File: src/design/hcr_pkg.sv
`timescale 1ns / 1ps
package hcr_pkg;

    localparam int COEF_W  = 32;
    localparam int CFG_IW  = 3;
    localparam int QUO_W   = 17;
    localparam int OUT_W   = 16;

    localparam logic [CFG_IW-1:0] REG_XX = 3'd0;
    localparam logic [CFG_IW-1:0] REG_XY = 3'd1;
    localparam logic [CFG_IW-1:0] REG_XC = 3'd2;
    localparam logic [CFG_IW-1:0] REG_WX = 3'd3;
    localparam logic [CFG_IW-1:0] REG_WY = 3'd4;

    localparam logic signed [OUT_W-1:0] OUT_MAX    = 16'sh7FFF;
    localparam logic signed [OUT_W-1:0] OUT_MIN    = 16'sh8000;
    localparam logic signed [OUT_W-1:0] OUT_ABSENT = -16'sd1;

    // per-beat control that travels with the divider data
    typedef struct packed {
        logic valid;
        logic absent;
        logic special;
        logic sat_neg;
        logic neg;
    } beat_ctl_t;

endpackage

File: src/design/hcr_div_cell.sv
`timescale 1ns / 1ps
module hcr_div_cell #(
    parameter int MAG_W = 66,
    parameter int SHIFT = 0
) (
    input  logic                      clk,
    input  logic                      rst_n,
    input  logic                      en,
    input  hcr_pkg::beat_ctl_t        ctl_in,
    input  logic [MAG_W-1:0]          rem_in,
    input  logic [MAG_W-1:0]          div_in,
    input  logic [hcr_pkg::QUO_W-1:0] quo_in,
    output hcr_pkg::beat_ctl_t        ctl_out,
    output logic [MAG_W-1:0]          rem_out,
    output logic [MAG_W-1:0]          div_out,
    output logic [hcr_pkg::QUO_W-1:0] quo_out
);
    import hcr_pkg::*;

    logic [MAG_W:0]   trial;
    logic             take;
    beat_ctl_t        ctl_reg;
    logic [MAG_W-1:0] rem_reg;
    logic [MAG_W-1:0] div_reg;
    logic [QUO_W-1:0] quo_reg;

    // one restoring step: subtract the shifted divisor if it fits
    assign trial = {1'b0, rem_in} - ({1'b0, div_in} << SHIFT);
    assign take  = ~trial[MAG_W];

    always_ff @(posedge clk or negedge rst_n)
    begin
        if (!rst_n)
        begin
            ctl_reg <= '0;
        end
        else if (en)
        begin
            ctl_reg <= ctl_in;
        end
    end

    always_ff @(posedge clk)
    begin
        if (en)
        begin
            rem_reg <= take ? trial[MAG_W-1:0] : rem_in;
            div_reg <= div_in;
            quo_reg <= {quo_in[QUO_W-2:0], take};
        end
    end

    assign ctl_out = ctl_reg;
    assign rem_out = rem_reg;
    assign div_out = div_reg;
    assign quo_out = quo_reg;

endmodule

File: config.mk
export PLATFORM = sky130hd
export DESIGN_NAME = hcr_div_cell
export DESIGN_NICKNAME = d
export VERILOG_FILES = /design/src/design/hcr_pkg.sv /design/src/design/hcr_div_cell.sv
export SDC_FILE = /design/constraint.sdc
export NUM_CORES = 1
export LEC_CHECK = 0
export BUFFER_PORTS_ARGS = -buffer_cell sky130_fd_sc_hd__buf_4
export CAP_MARGIN = 20
export CORE_MARGIN = 2
export CORE_UTILIZATION = 40
export CTS_CLUSTER_SIZE = 25
export DETAILED_ROUTE_END_ITERATION = 10
export MAX_ROUTING_LAYER = met4
export PLACE_DENSITY_LB_ADDON = 0.1
export SLEW_MARGIN = 20
export SYNTH_ARGS = -nofsm -noshare
export SYNTH_HDL_FRONTEND = slang
export SYNTH_SLANG_ARGS = --single-unit
File: constraint.sdc
create_clock -name clk -period 1.7 [get_ports clk]
set_input_delay 0.255 -clock clk [delete_from_list [all_inputs] [get_ports clk]]
set_output_delay 0.255 -clock clk [all_outputs]
set_load 0.02 [all_outputs]
; After elaboration in Yosys (flattened, before gate mapping)
; Cells that the tools add are included.
; Widths: inputs -> output; s select.
[word_totals]
out_inout_bits = 154
ff_bits = 154
[op_classes]
bitwise_logic = 1
n_mux = 1
addsub = 1
[ops]
columns = operator, count
row1 = $sub 66x66->67, 1
row2 = $mux 66, 1
row3 = $not 1->1, 1

; Longest topological paths before layout
[depth]
ltp_word = 2
ltp_mapped = 17

; Worst setup path after synthesis
; OpenSTA, ideal clock, no wires.
[synth_path]
path_type = input to register
from = in rem_in[0]
to = reg rem_reg[52] (netlist: rem_out[52]) (data pin)
path_slack_ps = -1580
n_path_buf = 3
t_required_ps = 1440
stages = 17
t_arrival_ps = 3020
cell_sequence = inv_1 ha_1 inv_1 fa_1 a211oi_2 o21ai_1 nor4b_4 o21a_2 o21ai_2 a21oi_2 o2111ai_4 and2_4 buf_6 inv_6 buf_12 buf_12 mux2_4
[synth_between]
elab_chain_len = 2
[synth_lines]
columns = element, line
row1 = "start, declared", hcr_div_cell.sv:10  ; input logic [MAG_W-1:0] rem_in,
row2 = $sub 66x66->67, hcr_div_cell.sv:28  ; assign trial = {1'b0, rem_in} - ({1'b0, div_in} << SHIFT);
row3 = $mux 66, hcr_div_cell.sv:47  ; rem_reg <= take ? trial[MAG_W-1:0] : rem_in;
row4 = "end signal, assigned", hcr_div_cell.sv:47
row5 = "end, declared", hcr_div_cell.sv:23  ; logic [MAG_W-1:0] rem_reg;
; No other way between the ends.
; A chain may end at the register's enable or synchronous reset.

; Worst setup path after layout
[layout_path]
from = in rem_in[0]
to = reg rem_reg[58] (netlist: rem_out[58]) (data pin)
; Same word-level chain as after synthesis.

==> flow_results.xml <==
<?xml version="1.0" encoding="UTF-8"?>
<metrics>
  <group name="synthesis">
    <metric name="synth_top_area_cell" unit="">edfxtp_1</metric>
    <metric name="synth-compound-area-share" unit="">0.171</metric>
    <metric name="synth_cell_types" unit="">74</metric>
    <metric name="synthXorXnorAreaFrac" unit="">0.0492</metric>
    <metric name="yosys-top-cells-count" unit="">149 x edfxtp_1, 88 x inv_1, 87 x a21oi_1</metric>
    <metric name="synth_cells" unit="">952</metric>
    <metric name="synthesis.area" unit="mm2">0.00997</metric>
    <metric name="synth_mux_area_frac" unit="">0.0644</metric>
    <metric name="synth_top_flop_cell" unit="">edfxtp_1</metric>
    <metric name="synthesis.area_per_instance" unit="um2">10.5</metric>
    <metric name="largest_family_of_logic_cells_by_synthesized_area" unit="">compound AO/OA/AOI/OAI gates</metric>
    <metric name="synth_top_cells_by_area" unit="">edfxtp_1 45%, ha_1 8.3%, mux2_2 5.1%, a21oi_1 4.4%, xnor2_1 3.5%</metric>
    <metric name="number_of_flops_mapped_to_enable_cells_by_yosys" unit="">149</metric>
    <metric name="syn_nets" unit="">1176</metric>
    <metric name="synth_most_common_cell" unit="">edfxtp_1</metric>
    <metric name="number_of_storage_elements_in_the_synthesis_netlist" unit="">154</metric>
    <metric name="synthSimpleGateAreaFrac" unit="">0.117</metric>
    <metric name="synth_sequential_area_ratio" unit="">0.461</metric>
    <metric name="synth_async_sr_flop_share" unit="">0.0325</metric>
    <metric name="netlist.area_leader.share" unit="">0.449</metric>
    <metric name="post_synth_fa_ha_maj_area_fraction" unit="">0.0848</metric>
    <metric name="yosysWarningCount" unit="">0</metric>
  </group>
  <group name="setup_path">
    <metric name="crit_path_frequent_cell" unit="">o21ai_2</metric>
    <metric name="critical-path-top-delay-family" unit="">compound AO/OA/AOI/OAI gates</metric>
    <metric name="r2r_cells" unit="">1</metric>
    <metric name="setup.worst_path.end_class" unit="">register</metric>
    <metric name="setup.reg_to_reg.worst_slack" unit="ns">0.93</metric>
    <metric name="timing.critical_path.cells" unit="">buf_8, inv_12, ha_4, inv_2, fa_2, a211oi_4, o21ai_2, nor4b_4, o21a_2, o21ai_2, a21oi_2, o2111ai_4, and2_4, inv_6, buf_12, mux2_4</metric>
    <metric name="peak_per_stage_delay_on_the_critical_path" unit="ns">0.36</metric>
    <metric name="worstSetupPathType" unit="">in -&gt; reg</metric>
    <metric name="cp_num_buf_inv" unit="">5</metric>
    <metric name="critPathSlowestCell" unit="">fa_2</metric>
    <metric name="critPathMaxFanout" unit="">16</metric>
    <metric name="worst_setup_path_startpoint" unit="">rem_in[0]</metric>
    <metric name="worst_ep_arrival" unit="ns">2.81</metric>
    <metric name="crit_path_end" unit="">rem_out[58]$_DFFE_PP_</metric>
    <metric name="worst_r2r_endpoint" unit="">ctl_out[0]$_DFFE_PN0P_</metric>
    <metric name="r2r_start" unit="">ctl_out[0]$_DFFE_PN0P_</metric>
    <metric name="cp.depth" unit="">16</metric>
    <metric name="worst_ep_required_time" unit="ns">1.88</metric>
    <metric name="setup.worst_path.start_class" unit="">input pin</metric>
  </group>
  <group name="worst_hold_path">
    <metric name="worstHoldPathCells" unit="">1</metric>
    <metric name="timing.hold.worst.class" unit="">in -&gt; reg</metric>
  </group>
  <group name="route">
    <metric name="antenna_violating_nets_post_route" unit="">0</metric>
    <metric name="drc" unit="">0</metric>
    <metric name="vias_per_cell" unit="">5.14</metric>
    <metric name="drtIter0Drc" unit="">666</metric>
    <metric name="detailedRoute.firstPassIterationCount" unit="">5</metric>
    <metric name="num_vias" unit="">9924</metric>
    <metric name="routed_wl" unit="um">33400</metric>
    <metric name="drt-wirelength-per-cell" unit="um">17.3</metric>
  </group>
  <group name="floorplan">
    <metric name="core.rowCount" unit="">57</metric>
    <metric name="top_ports" unit="">311</metric>
    <metric name="floorplan.initialDensity" unit="">0.409</metric>
    <metric name="fp.coreArea" unit="mm2">0.0244</metric>
    <metric name="die_y" unit="um">162</metric>
    <metric name="fp.dieArea" unit="mm2">0.0262</metric>
    <metric name="die_w" unit="um">162</metric>
  </group>
  <group name="sta">
    <metric name="timing.clock.skew" unit="ns">0</metric>
    <metric name="setup_slack" unit="ns">-0.929</metric>
    <metric name="setup-violations-final" unit="">67</metric>
    <metric name="max-slew-margin-rel" unit="">0.682</metric>
    <metric name="timing.fmax" unit="MHz">380</metric>
    <metric name="finalHoldWorstSlack" unit="ns">0.0119</metric>
    <metric name="timing_max_transition_violations_final" unit="">0</metric>
    <metric name="rsz0062_at_grt" unit="">true</metric>
    <metric name="timing.final.crit_share" unit="">1.55</metric>
    <metric name="worst_pin_slew" unit="ns">0.471</metric>
    <metric name="layout_min_cycle_time" unit="ns">2.63</metric>
    <metric name="timing_hold_violations_final" unit="">0</metric>
  </group>
  <group name="global_routing">
    <metric name="maximum_number_of_pins_on_one_net_before_global_route_repair" unit="">40</metric>
    <metric name="number_of_antenna_violations_at_the_first_check_in_global_routing" unit="">0</metric>
    <metric name="globalRoute.totalOverflow" unit="">0</metric>
    <metric name="number_of_global_route_vias_before_repair" unit="">10100</metric>
    <metric name="grt_pass1_wl" unit="um">51500</metric>
    <metric name="gr-usage-all-layers" unit="">0.256</metric>
  </group>
  <group name="power">
    <metric name="cellLeakagePower" unit="nW">7.51</metric>
    <metric name="sequential_fraction_of_design_power" unit="">0.339</metric>
    <metric name="vdd_drop_max" unit="V">0.000602</metric>
    <metric name="power_report.internal_total" unit="mW">9.66</metric>
    <metric name="power_dens_cells" unit="mW/mm2">847</metric>
    <metric name="power_switching_share" unit="">0.317</metric>
    <metric name="power_frac_clock" unit="">0.296</metric>
    <metric name="net-switching-power" unit="mW">4.48</metric>
    <metric name="share_comb_of_total_power" unit="">0.365</metric>
    <metric name="report.power.total" unit="mW">14.1</metric>
  </group>
  <group name="clocking">
    <metric name="clock-sinks" unit="">154</metric>
    <metric name="cts-root-buf" unit="">clkbuf_16</metric>
    <metric name="cts_tree" unit="">yes</metric>
    <metric name="clock_tree.buffer_depth" unit="">2</metric>
    <metric name="worst_skew_pair.late_latency" unit="ns">0.43</metric>
    <metric name="cts-htree-levels" unit="">4</metric>
    <metric name="numCtsBuffers" unit="">17</metric>
    <metric name="clk_pin_slew_worst_paths" unit="ns">0.07</metric>
  </group>
  <group name="placed_design">
    <metric name="detailed_place_hpwl" unit="um">25600</metric>
    <metric name="count_of_buffers_inserted_at_the_top_level_ports" unit="">309</metric>
    <metric name="placedInstanceArea" unit="mm2">0.0147</metric>
    <metric name="placer_congestion" unit="">0.897</metric>
  </group>
  <group name="cells_and_area">
    <metric name="finalNetCount" unit="">1819</metric>
    <metric name="fin_util" unit="">0.684</metric>
    <metric name="synthToLayoutAreaGrowth" unit="%">67.3</metric>
    <metric name="design_area" unit="mm2">0.0167</metric>
    <metric name="share_of_cells_above_drive_strength_1" unit="">0.501</metric>
    <metric name="n_antenna_cell" unit="">0</metric>
    <metric name="fillCellCount" unit="">1949</metric>
  </group>
  <group name="outcome">
    <metric name="status" unit="">complete, but fails checks</metric>
    <metric name="failed_checks" unit="">negative setup slack</metric>
  </group>
  <group name="job">
    <metric name="drv.max_cap_violation_count" unit="">0</metric>
  </group>
</metrics>
-- power by group through the flow --
| stage | combinational [mW] | clock, mW | sequential, mW |
|---|---|---|---|
| global route | 5.53 | 4.39 | 4.82 |
| finish | 5.16 | 4.19 | 4.79 |
| floorplan | 1.82 | 0 | 5.40 |
| global placement | 4.65 | 0 | 4.86 |
| detailed placement | 4.68 | 0 | 4.87 |
| CTS | 5.00 | 4.26 | 4.79 |
-- layout make-up --
type	count	area, um2	area share
inverters	89	352	0.0211
clock inverters	15	203	0.0121
repair buffers	659	5220	0.313
multi-input cells	674	5490	0.329
flip-flops and latches	154	4600	0.276
well taps	324	405	0.0243
clock buffers	17	425	0.0255
-- how the worst min path moves through the flow --
stage                     from                      to  slack [ns]
finish              div_in[24]   div_out[24]$_DFFE_PP_        0.01
floorplan                rst_n  ctl_out[0]$_DFFE_PN0P_       -0.04
CTS                 div_in[63]   div_out[63]$_DFFE_PP_      0.0001
detailed placement       rst_n  ctl_out[3]$_DFFE_PN0P_        0.06
global placement         rst_n  ctl_out[4]$_DFFE_PN0P_        0.06
global route        div_in[16]   div_out[16]$_DFFE_PP_      0.0002
-- sequential cells by signal, summed over array words and instances, names as in the netlist --
signal,cells
rem_out,66
quo_out,17
ctl_out,5
div_out,66
-- what timing repair did --
item / in CTS / in global routing
endpoints found under the setup margin: 67 / 67
hold buffers: 35 / 16
pin swaps: 15 / 17
gates resized for setup: 95 / 42
hold endpoints to repair: 39 / 16
buffers inserted: 6 / 12
-- layout by cell type, fill, tap and decap left out, types with 16 or more instances in the layout --
cell	instances
ha_4	19
edfxtp_1	149
clkbuf_16	17
a21o_1	20
xnor2_1	38
dlygate4sd3_1	51
nand4_1	23
nand3_1	28
inv_1	84
mux2_2	44
buf_4	593
o21ai_1	20
o21ai_0	40
nor2_1	43
a21oi_2	16
ha_1	40
a21oi_1	73
xor2_1	16
nand2_1	60
-- per-stage QoR --
stage	std cells	setup slack, ns	setup TNS (ns)
floorplan	952	-1.41	-82.75
global route	1932	-1.03	-65.37
detailed placement	1831	-1.68	-96.21
finish	1932	-0.929	-58.06
CTS	1904	-0.921	-57.24
global placement	1831	-1.75	-96.16
-- kinds of logic after synthesis --
group           Yosys count
compound gates          267
mux                      55
xor+xnor                 56
flops                   154
fa+ha+maj                67
buf+inv                 124
simple gates            229
-- metal layers --
layer	vias to the layer above	routed length, um	track usage
li1	4837	-	-
met1	4689	15200	0.340
met2	359	15900	0.417
met3	39	1860	0.0378
met4	0	493	0.0611
met5	-	0	-
(Power assumes the default switching activity.)
